<file path="config.mk">
export PLATFORM = sky130hd
export DESIGN_NAME = drive_enable_light_interlock_top
export DESIGN_NICKNAME = d
export VERILOG_FILES = /design/src/rtl/core/deli_pkg.sv /design/src/rtl/core/deli_step.sv /design/src/rtl/core/drive_enable_light_interlock_top.sv
export SDC_FILE = /design/constraint.sdc
export NUM_CORES = 1
export LEC_CHECK = 0
export BUFFER_PORTS_ARGS = -buffer_cell sky130_fd_sc_hd__buf_2
export CORE_MARGIN = 2
export CORE_UTILIZATION = 61
export DETAILED_ROUTE_END_ITERATION = 10
export HOLD_SLACK_MARGIN = 0.12
export PLACE_DENSITY = 0.83
export SKIP_LAST_GASP = 1
export SYNTH_ARGS = -nofsm -noshare
export SYNTH_HDL_FRONTEND = slang
export SYNTH_SLANG_ARGS = --single-unit
</file>
<file path="constraint.sdc">
create_clock -name clk -period 11.9 [get_ports clk]
set_input_delay 1.785 -clock clk [delete_from_list [all_inputs] [get_ports clk]]
set_output_delay 1.785 -clock clk [all_outputs]
set_load 0.005 [all_outputs]
</file>
<file path="src/rtl/core/deli_pkg.sv">
// Shared types and constants for the drive enable and light interlock.
// No dependencies; imported by every module of the block.
package deli_pkg;

    localparam int SIG_W      = 16;
    localparam int MODE_W     = 3;
    localparam int HOLD_W     = 16;
    localparam int RESEND_W   = 8;
    localparam int DEADBAND_W = 15;
    localparam int BRAKE_W    = 17;
    localparam int S_TDATA_W  = 24;
    localparam int M_TDATA_W  = 40;
    localparam int CFG_IDX_W  = 2;
    localparam int CFG_DATA_W = 16;

    localparam logic [BRAKE_W-1:0] BRAKE_TICKS_MAX = '1;

    // event kinds carried in s_tuser; the remaining codes are ignored
    typedef enum logic [MODE_W-1:0] {
        MODE_TICK      = 3'd0,
        MODE_RELEASE   = 3'd1,
        MODE_EMERGENCY = 3'd2,
        MODE_STEERING  = 3'd3,
        MODE_THROTTLE  = 3'd4
    } mode_t;

    // configuration register indexes
    typedef enum logic [CFG_IDX_W-1:0] {
        CFG_AUTO_RELEASE = 2'd0,
        CFG_BRAKE_HOLD   = 2'd1,
        CFG_RESEND       = 2'd2,
        CFG_DEADBAND     = 2'd3
    } cfg_idx_t;

    // the auto-release bit only loads interlock state, so it is not kept here
    typedef struct packed {
        logic [HOLD_W-1:0]     brake_hold;
        logic [RESEND_W-1:0]   resend;
        logic [DEADBAND_W-1:0] deadband;
    } cfg_t;

    typedef struct packed {
        logic                    release_flag;
        logic                    emergency_ok;
        logic                    was_running;
        logic                    driving;
        logic                    status_dirty;
        logic signed [SIG_W-1:0] throttle_now;
        logic signed [SIG_W-1:0] steering_now;
        logic [RESEND_W-1:0]     throttle_resend;
        logic [RESEND_W-1:0]     steering_resend;
        logic [BRAKE_W-1:0]      brake_ticks;
        logic                    brake_on;
        logic                    reverse_on;
    } state_t;

    typedef struct packed {
        mode_t                   mode;
        logic                    flag_value;
        logic signed [SIG_W-1:0] signal_value;
    } item_t;

    typedef struct packed {
        logic                    brake_light;
        logic                    reverse_light;
        logic                    running;
        logic                    throttle_valid;
        logic signed [SIG_W-1:0] throttle_out;
        logic                    steering_valid;
        logic signed [SIG_W-1:0] steer_pos;
    } res_t;

endpackage

</file>
<file path="src/rtl/core/deli_step.sv">
// Next-state and result logic for one event of the interlock.
// Purely combinational; depends on deli_pkg.
module deli_step
    import deli_pkg::*;
(
    input  cfg_t   cfg,
    input  state_t cur,
    input  item_t  item,
    output state_t nxt,
    output logic   emit,
    output res_t   res
);

    logic signed [SIG_W-1:0] v;
    logic signed [SIG_W-1:0] c;
    logic [BRAKE_W-1:0]      thr_diff;
    logic [BRAKE_W-1:0]      str_diff;
    logic [BRAKE_W-1:0]      deadband_ext;

    // magnitude of the difference of two signed values
    function automatic logic [BRAKE_W-1:0] absdiff(
        input logic signed [SIG_W-1:0] a,
        input logic signed [SIG_W-1:0] b
    );
        logic signed [BRAKE_W-1:0] d;
        d = {a[SIG_W-1], a} - {b[SIG_W-1], b};
        absdiff = d[BRAKE_W-1] ? BRAKE_W'(-d) : BRAKE_W'(d);
    endfunction

    assign v            = item.signal_value;
    assign c            = cur.throttle_now;
    assign thr_diff     = absdiff(c, v);
    assign str_diff     = absdiff(cur.steering_now, v);
    assign deadband_ext = {{(BRAKE_W-DEADBAND_W){1'b0}}, cfg.deadband};

    // event dispatch
    always_comb
    begin
        nxt  = cur;
        emit = 1'b0;
        res  = '0;
        case (item.mode)
            MODE_TICK:
            begin
                // re-evaluate drive status after a flag change
                if (cur.status_dirty)
                begin
                    nxt.status_dirty = 1'b0;
                    nxt.driving      = cur.release_flag && cur.emergency_ok;
                    if (!nxt.driving)
                    begin
                        nxt.throttle_now    = '0;
                        nxt.throttle_resend = cfg.resend;
                        nxt.steering_now    = '0;
                        nxt.steering_resend = cfg.resend;
                        nxt.brake_on        = 1'b1;
                    end
                    else
                    begin
                        nxt.was_running = 1'b1;
                        nxt.brake_on    = 1'b0;
                    end
                end
                // enabled tick: brake hold counter, lights and pending values
                if (nxt.release_flag || nxt.was_running)
                begin
                    emit = 1'b1;
                    if (nxt.brake_on && nxt.brake_ticks != BRAKE_TICKS_MAX)
                        nxt.brake_ticks = nxt.brake_ticks + 1'b1;
                    if (nxt.brake_ticks > {1'b0, cfg.brake_hold})
                        nxt.brake_on = 1'b0;
                    res.brake_light   = nxt.brake_on;
                    res.reverse_light = nxt.reverse_on;
                    res.running       = nxt.driving;
                    if (nxt.throttle_resend != '0)
                    begin
                        nxt.throttle_resend = nxt.throttle_resend - 1'b1;
                        res.throttle_valid  = 1'b1;
                    end
                    res.throttle_out = nxt.throttle_now;
                    if (nxt.steering_resend != '0)
                    begin
                        nxt.steering_resend = nxt.steering_resend - 1'b1;
                        res.steering_valid  = 1'b1;
                    end
                    res.steer_pos = nxt.steering_now;
                end
            end
            MODE_RELEASE:
            begin
                if (cur.release_flag != item.flag_value)
                begin
                    nxt.release_flag = item.flag_value;
                    nxt.status_dirty = 1'b1;
                end
            end
            MODE_EMERGENCY:
            begin
                if (cur.emergency_ok != item.flag_value)
                begin
                    nxt.emergency_ok = item.flag_value;
                    nxt.status_dirty = 1'b1;
                end
            end
            MODE_STEERING:
            begin
                if (cur.driving && str_diff > deadband_ext)
                begin
                    nxt.steering_now    = v;
                    nxt.steering_resend = cfg.resend;
                end
            end
            MODE_THROTTLE:
            begin
                // lights follow the sign and direction of the change
                if (cur.driving)
                begin
                    if (thr_diff > deadband_ext)
                    begin
                        if (!v[SIG_W-1] && v < c)
                        begin
                            nxt.brake_on    = 1'b1;
                            nxt.brake_ticks = '0;
                        end
                        else if (!v[SIG_W-1])
                        begin
                            if (!c[SIG_W-1])
                                nxt.brake_on = 1'b0;
                            else
                            begin
                                nxt.brake_on    = 1'b1;
                                nxt.brake_ticks = '0;
                            end
                        end
                        if (v[SIG_W-1])
                        begin
                            nxt.reverse_on = 1'b1;
                            if (v > c)
                            begin
                                nxt.brake_on    = 1'b1;
                                nxt.brake_ticks = '0;
                            end
                            else
                                nxt.brake_on = 1'b0;
                        end
                        else
                            nxt.reverse_on = 1'b0;
                        nxt.throttle_now    = v;
                        nxt.throttle_resend = cfg.resend;
                    end
                    else
                        nxt.brake_on = 1'b0;
                end
            end
            default:
            begin
                nxt = cur;
            end
        endcase
    end

endmodule

</file>
<file path="src/rtl/core/drive_enable_light_interlock_top.sv">
// Drive enable interlock with brake and reverse lights, top level.
// An event is registered in the input stage; a tick's result then moves into the
// result register, on m_tdata with m_tvalid, once that register is free or being taken.
// Throughput: one event per cycle; s_tready drops only while an event waits
// behind a result that m_tready has not yet taken.
// Reset: configuration and interlock state return to their reset values.
// Depends on deli_pkg and deli_step.
module drive_enable_light_interlock_top
    import deli_pkg::*;
(
    input  logic                  clk,
    input  logic                  rst_n,
    input  logic                  s_tvalid,
    output logic                  s_tready,
    input  logic [S_TDATA_W-1:0]  s_tdata,   // flag_value[0], signal_value[16:1]
    input  logic [MODE_W-1:0]     s_tuser,   // mode[2:0]
    output logic                  m_tvalid,
    input  logic                  m_tready,
    output logic [M_TDATA_W-1:0]  m_tdata,   // brake_light[0], reverse_light[1],
                                             // running[2], throttle_valid[3],
                                             // throttle_out[19:4],
                                             // steering_valid[20],
                                             // steer_pos[36:21]
    input  logic                  cfg_valid,
    output logic                  cfg_ready,
    input  logic [CFG_IDX_W-1:0]  cfg_index,
    input  logic [CFG_DATA_W-1:0] cfg_data
);

    cfg_t                 cfg_reg;
    cfg_t                 cfg_next;
    state_t               state_reg;
    state_t               state_next;
    state_t               step_state;
    logic                 in_valid_reg;
    item_t                in_item_reg;
    logic                 out_valid_reg;
    logic [M_TDATA_W-1:0] out_data_reg;
    logic                 advance;
    logic                 emit;
    res_t                 res;
    logic                 cfg_write;

    assign cfg_ready = 1'b1;
    assign cfg_write = cfg_valid && cfg_ready;

    // the input stage moves on when the result register is free or being taken
    assign advance  = in_valid_reg && (!out_valid_reg || m_tready);
    assign s_tready = !in_valid_reg || advance;
    assign m_tvalid = out_valid_reg;
    assign m_tdata  = out_data_reg;

    deli_step u_step (
        .cfg  (cfg_reg),
        .cur  (state_reg),
        .item (in_item_reg),
        .nxt  (step_state),
        .emit (emit),
        .res  (res)
    );

    // configuration register writes
    always_comb
    begin
        cfg_next = cfg_reg;
        if (cfg_write)
        begin
            case (cfg_idx_t'(cfg_index))
                // auto-release only loads the interlock state below
                CFG_AUTO_RELEASE: cfg_next = cfg_reg;
                CFG_BRAKE_HOLD:   cfg_next.brake_hold   = cfg_data[HOLD_W-1:0];
                CFG_RESEND:       cfg_next.resend       = cfg_data[RESEND_W-1:0];
                CFG_DEADBAND:     cfg_next.deadband     = cfg_data[DEADBAND_W-1:0];
                default:          cfg_next = cfg_reg;
            endcase
        end
    end

    // state update; an auto-release write also loads the release and run marks
    always_comb
    begin
        state_next = advance ? step_state : state_reg;
        if (cfg_write && cfg_idx_t'(cfg_index) == CFG_AUTO_RELEASE)
        begin
            state_next.release_flag = cfg_data[0];
            state_next.was_running  = cfg_data[0];
        end
    end

    // control state
    always_ff @(posedge clk or negedge rst_n)
    begin
        if (!rst_n)
        begin
            cfg_reg.brake_hold        <= HOLD_W'(10);
            cfg_reg.resend            <= RESEND_W'(2);
            cfg_reg.deadband          <= DEADBAND_W'(1);
            state_reg.release_flag    <= 1'b0;
            state_reg.emergency_ok    <= 1'b1;
            state_reg.was_running     <= 1'b0;
            state_reg.driving         <= 1'b0;
            state_reg.status_dirty    <= 1'b1;
            state_reg.throttle_now    <= '0;
            state_reg.steering_now    <= '0;
            state_reg.throttle_resend <= '0;
            state_reg.steering_resend <= '0;
            state_reg.brake_ticks     <= '0;
            state_reg.brake_on        <= 1'b0;
            state_reg.reverse_on      <= 1'b0;
            in_valid_reg              <= 1'b0;
            out_valid_reg             <= 1'b0;
        end
        else
        begin
            cfg_reg   <= cfg_next;
            state_reg <= state_next;
            if (s_tready)
                in_valid_reg <= s_tvalid;
            if (advance && emit)
                out_valid_reg <= 1'b1;
            else if (m_tready)
                out_valid_reg <= 1'b0;
        end
    end

    // payload registers
    always_ff @(posedge clk)
    begin
        if (s_tvalid && s_tready)
        begin
            in_item_reg.mode         <= mode_t'(s_tuser);
            in_item_reg.flag_value   <= s_tdata[0];
            in_item_reg.signal_value <= s_tdata[SIG_W:1];
        end
        if (advance && emit)
            out_data_reg <= {3'b000, res.steer_pos, res.steering_valid,
                             res.throttle_out, res.throttle_valid, res.running,
                             res.reverse_light, res.brake_light};
    end

endmodule

</file>
Yosys cells after proc, flatten, opt, wreduce, memory -nomap -nowiden. Index checks and enable logic that the tools add are counted. W data, S select, Z words.

Add/subtract/negate cells: 7. $mul: 0. Divide/modulo/power cells: 0. $lt $le $gt $ge: 5. Equality and inequality tests: 16. Shifts and indexed selects: 0. Multiplexer cells: 57. Bitwise gates (word level): 0. Reductions and logical operators: 40.

Operators with widths (number): $mux W17 (8); $mux W51 (2); $mux W72 (1); $pmux W16 S2 (2); $mux W18 (3); $mux W16 (3); $mux W48 (1); $mux W8 (5); $pmux W18 S2 (1); $gt A17 B15 Y1 (2); $mux W34 (1); $neg A17 Y17 (2); $sub A16 B16 Y17 (2); $pmux W8 S2 (2); $mux W1 (25); $mux W19 (1); $add A17 B1 Y17 const B (1); $gt A17 B16 Y1 (1); $ne A17 B17 Y1 const B (1); $gt A16 B16 Y1 (1); $lt A16 B16 Y1 (1); $reduce_bool A8 Y1 (2); $sub A8 B1 Y8 const B (2); $reduce_bool A2 Y1 (7); other kinds (20) (48).

Register bits after elaboration: 170. Latch bits: 0. RAM bits: 0. Memory bits (read-only): 0. Bits of input ports: 50. Output and inout port bits: 43. Word-level logic and storage cells: 146. Memories: 0.

Logic depth before layout (Yosys ltp).
Depth after elaboration: 14. Gate-level depth with buffers: 24. Mapped depth without buffers: 23.

Hierarchy. Synthesis repeated with hierarchy kept, for this count alone.

Cells, all modules: 1336. Area, all modules: 12862.3 um2.

Modules (own cells, without submodules): deli_step (instances 1, cells an instance 1021, area each 6729.0 um2, sequential area each 0.0 um2); drive_enable_light_interlock_top (instances 1, cells an instance 315, area each 6133.4 um2, sequential area each 4546.9 um2).

Worst setup path before layout. OpenSTA, ideal clock, no wires.

Kind: flip-flop to flip-flop. From: register in_item_reg[0] (netlist name). To: register state_reg[1] (netlist name). Setup time: 0.126 ns. Arrival: 4.984 ns. Required time: 11.774 ns. Path slack: 6.790 ns. Cell stages (with the launch flop): 21. Buffers on the path: 0. Clock period less this slack: 5.110 ns. Cells stage by stage: edfxtp_1 > ha_1 > fa_1 > nand2b_1 > a21o_1 > a311oi_2 > o2111ai_1 > nand4bb_4 > or3_1 > o31ai_1 > xnor2_1 > ha_1 > nand4_1 > or4_1 > o21ai_0 > a31oi_1 > or3_1 > mux2i_2 > nor4_4 > and3_1 > a221o_1.

Cells in the longest elaborated chain, start to end: 7. Elaborated cells on any way between the ends: 13. Classes of those cells: 2 x add/sub; 3 x order compare; 7 x mux; 1 x reduce/logical.

RTL lines: from (decl) (RTL line drive_enable_light_interlock_top.sv:36) `item_t in_item_reg;`; $sub A16 B16 Y17 / $lt A16 B16 Y1 (equally long branches) (RTL line deli_step.sv:26, deli_step.sv:120); $neg A17 Y17 / $logic_and A1 B1 Y1 (equally long branches) (RTL line deli_step.sv:27, deli_step.sv:120); $mux W17 / $mux W18 (equally long branches) (RTL line deli_step.sv:27, deli_step.sv:120); $gt A17 B15 Y1 / $mux W18 (equally long branches) (RTL line deli_step.sv:118, deli_step.sv:135); $mux W1 (*) (RTL line deli_step.sv:118) `if (thr_diff > deadband_ext)`; $mux W19 (*) (RTL line deli_step.sv:116) `if (cur.driving)`; $pmux W18 S2 (*) (RTL line deli_step.sv:42) `case (item.mode)`; to (signal assigned) (RTL line drive_enable_light_interlock_top.sv:116) `state_reg <= state_next;`; to (decl) (RTL line drive_enable_light_interlock_top.sv:32) `state_t state_reg;`.

Mark *: on every way between the ends. The rest lies on a longest branch, timed or not. The select of a mux whose other input is x is not followed. A chain may end at the register's enable or synchronous reset.

Worst setup path in the final report.
From: register in_item_reg[0] (netlist name). To: register state_reg[4] (netlist name).

Cells in the longest elaborated chain, start to end: 8. Elaborated cells on any way between the ends: 15. Classes of those cells: 2 x add/sub; 3 x order compare; 1 x eq/ne; 7 x mux; 2 x reduce/logical.

RTL lines: parallel branches: the longest is 8 deep, another holds $sub A16 B16 Y17.

Several ways; the timed one is not identified. The select of a mux whose other input is x is not followed.

==> metrics.md <==
| Metric | Value |
|---|---|
| First-pass GRT wire length | 46500 um |
| Main synth FF type | dfrtp_1 |
| Pins Over Slew Limit | 0 |
| Post-CTS Hold Fix Bufs | 0 |
| Int Pwr | 1.53 mW |
| Net Switching | 1.02 mW |
| TNS Setup | 0 ns |
| Core ar. | 19300 um^2 |
| Pre-CTS WS | 5.92 ns |
| Clock-pin slew on the worst setup and hold paths | 0.07 ns |
| Fin crit period | 6.03 ns |
| Vias/cell | 6.18 |
| Power share of the sequential group | 31.0% |
| Min-delay worst type | flop to flop |
| Hold endpoint | state_reg[0]$_DFFE_PN0P_ |
| Min-delay src | state_reg[0]$_DFFE_PN0P_ |
| Post-synthesis xor/xnor area fraction | 4.71% |
| R2r setup slk | 5.87 ns |
| Met2 Wirelength | 13300 um |
| Synth Area in Simple Gates | 18.6% |
| Comb pwr share | 46.8% |
| Endpoints failing setup | 0 |
| Post-DR wirelength/cell | 17.9 um |
| RSZ-0062 raised after global routing | false |
| Filler instances | 1509 |
| Max rail drop VDD | 0.126 mV |
| Sw Share | 40.2% |
| Compound-Gate Fraction of Synth Area | 17.3% |
| Longest Clk Path Bufs | 2 |
| Yosys warning total | 0 |
| TritonCTS Buffers | 17 |
| Vias in the first global route | 9321 |
| Dpl cell area | 12400 um^2 |
| Routed wl met3 | 1710 um |
| Clk network pwr share | 22.2% |
| DR top layer | met4 |
| DRC viols | 0 |
| R2R depth | 21 |
| Initial DRC Count | 1001 |
| Synth Register Bits | 170 |
| Routed via count | 9829 |
| Overall Global Routing Usage | 28.4% |
| Die Y | 144 um |
| Status | completed |
| Register area share after synthesis | 38.2% |
| Crit path capture type | flop |
| Hpwl dp | 20600 um |
| N_diodes | 0 |
| Mux contribution to synthesized area | 7.40% |
| Fin crit share | 50.6% |
| CP Data Arrival Time | 6.35 ns |
| Final hold vios | 0 |
| Post-CTS setup buffer count | 0 |
| Pin count of the biggest net entering global routing | 74 |
| Startpoint Class | flop |
| Row Count | 51 |
| FFs w/ async S/R, synth | 66.5% |
| Synthesized area per cell | 9.47 um^2 |
| M1 WL | 12800 um |
| Die width | 144 um |
| Max Clk Rate | 166 MHz |
| Initial Util | 61.6% |
| Post-Synthesis Cells | 1257 |
| Synth Cell Area | 11900 um^2 |
| Max FFs per register | 72 |
| Reg2reg start | in_item_reg[0]$_DFFE_PP_ |
| Final RePlAce weighted congestion | 0.904 |
| Area grow syn2layout | 9.47% |
| Worst-Margin Slew | 1.15 ns |
| CP Data Required Time | 12.22 ns |
| Post-synth EDFFs | 57 |
| Layout net count | 1451 |
| Main combinational cell family by area after synthesis | simple AND/OR/NAND/NOR gates |
| Remaining antenna violation count | 0 |
| TritonCTS Sinks | 170 |
| Post-layout util | 67.4% |
| Root Buffer | clkbuf_16 |
| Initial antenna violation count | 0 |
| Max Cap Viol | 0 |
| Total die area | 20600 um^2 |
| Worst-Skew Late Latency | 0.43 ns |
| H-tree depth | 4 |
| Crit-path max FO | 11 |
| Buffers added on ports | 81 |
| Power Total | 2.55 mW |
| LEAKAGE | 5.82 nW |
| Resized Gates After CTS | 0 |
| Rel. slew slack | 23.0% |
| WS Path Type | flop to flop |
| WL final | 28400 um |
| Final Cell Area | 13000 um^2 |
| CTS tree | built |
| Share of layout cells above drive strength 1 | 15.4% |
| WHS Path Cells | 1 |
| Setup Skew | 0.00675 ns |
| Io pins | 93 |
| Pwr/cell area | 196 nW/um^2 |
| Reg2reg end | state_reg[4]$_DFFE_PN0P_ |
| Synth Area in Adders | 9.38% |
| PnR worst setup slack | 5.87 ns |
| First-pass DRT Iterations | 6 |
| Remaining global-route overflow | 0 |
| Post-synth cell types | 95 |
per-stage QoR:
stage | hold slack, ns | std cells
after detailed placement | 0.467 | 1559
final | 0.479 | 1590
after CTS | 0.480 | 1590
after global placement | 0.467 | 1559
after global routing | 0.502 | 1590
after floorplan | 0.449 | 1259
cells in the final DEF (no fill, tap or decap), types with 14 or more instances in the layout:
master	count
xor2_1	24
nand3_1	32
o211ai_1	14
inv_1	70
mux2_2	45
xnor2_1	40
clkbuf_16	17
buf_2	80
nor3_1	41
ha_1	86
and2_1	43
nor2_1	72
o21ai_0	56
edfxtp_1	57
dfrtp_1	107
nand4_1	20
o21ai_1	26
a21o_1	17
a21oi_1	65
and3_1	14
mux2i_1	27
nand2_1	125
power by group through the flow:
stage               sequential [mW]  combinational (mW)  clock, mW
detailed placement            0.797                1.16          0
floorplan                     0.768               0.923          0
CTS                           0.788                1.18      0.567
global placement              0.792                1.12          0
global route                  0.804                1.33      0.587
finish                        0.791                1.19      0.565
metal layers:
layer / up-vias / global-route usage [%]
met4: 0 / 7.74
met5: - / 0
met2: 379 / 46.3
li1: 4690 / -
met1: 4706 / 39.2
met3: 54 / 5.03
cell usage after synthesis (all sizes together), types with 4 or more instances:
library cell | instances | area share [%]
a211o | 4 | 0.29
a21oi | 67 | 2.9
a22oi | 6 | 0.38
clkbuf | 29 | 0.91
o211ai | 14 | 0.88
a311oi | 4 | 0.40
or2 | 9 | 0.47
edfxtp | 57 | 14
nand2 | 128 | 4.1
and3 | 14 | 0.74
a21o | 17 | 1.1
a22o | 10 | 0.74
or3 | 10 | 0.57
a211oi | 14 | 0.97
mux2i | 28 | 2.4
nor4 | 4 | 0.46
nor3 | 42 | 1.8
ha | 86 | 9.0
nand3b | 4 | 0.25
a2111oi | 6 | 0.60
nand2b | 13 | 0.68
a221oi | 5 | 0.53
dfstp | 6 | 1.3
nand4 | 20 | 1.1
buf | 23 | 1.2
xnor2 | 40 | 2.9
nor3b | 5 | 0.32
nand3 | 32 | 1.3
nor2b | 10 | 0.53
or4 | 6 | 0.38
inv | 72 | 2.3
mux2 | 53 | 5.0
or3b | 5 | 0.37
dfrtp | 107 | 22
a31oi | 7 | 0.37
o21a | 10 | 0.63
and2 | 44 | 2.3
o31ai | 11 | 0.81
o22ai | 5 | 0.26
nor2 | 72 | 2.3
xor2 | 24 | 1.8
o21ai | 83 | 3.5
worst max-delay path by stage:
| stage | cells after the start | end | start | slack, ns |
|---|---|---|---|---|
| detailed placement | 21 | state_reg[1]$_DFFE_PN0P_ | in_item_reg[0]$_DFFE_PP_ | 5.92 |
| global placement | 21 | state_reg[1]$_DFFE_PN0P_ | in_item_reg[0]$_DFFE_PP_ | 6.01 |
| floorplan | 20 | state_reg[1]$_DFFE_PN0P_ | in_item_reg[0]$_DFFE_PP_ | 6.79 |
| finish | 21 | state_reg[4]$_DFFE_PN0P_ | in_item_reg[0]$_DFFE_PP_ | 5.87 |
| CTS | 21 | state_reg[1]$_DFFE_PN0P_ | in_item_reg[0]$_DFFE_PP_ | 5.91 |
| global route | 21 | state_reg[34]$_DFFE_PN0P_ | in_item_reg[0]$_DFFE_PP_ | 5.36 |
layout make-up:
class,count,area [um^2],area share (%)
multi-input combinational,965,6850,52.5
timing repair buffer,87,453,3.48
sequential,170,4550,34.9
tap,265,332,2.54
clock inverter,12,150,1.15
inverter,72,270,2.07
clock buffer,19,433,3.32
kinds of logic (layout without fill, tap and decap cells):
family	after synthesis	count (layout)
other	2	4
AO/OA/AOI/OAI	300	300
multiplexers	81	81
flip-flops	170	170
buffers and inverters	124	190
AND/OR/NAND/NOR	428	428
XOR/XNOR	64	64
adder cells (fa/ha/maj)	88	88
critical path: stages (launching register included):
cell	delay [ns]
edfxtp_1	0.49
ha_1	0.25
fa_1	0.39
nand2b_1	0.21
a21o_1	0.28
a311oi_2	0.45
o2111ai_1	0.24
nand4bb_4	0.28
or2_2	0.32
o21ai_0	0.21
xnor2_1	0.12
ha_1	0.33
nand4_1	0.13
a211oi_1	0.23
o41ai_1	0.11
a31oi_1	0.41
inv_1	0.11
nand3_1	0.11
mux2i_2	0.15
o31ai_4	0.46
nand2_2	0.27
a211o_1	0.37
Power figures use the tool's default switching activity.
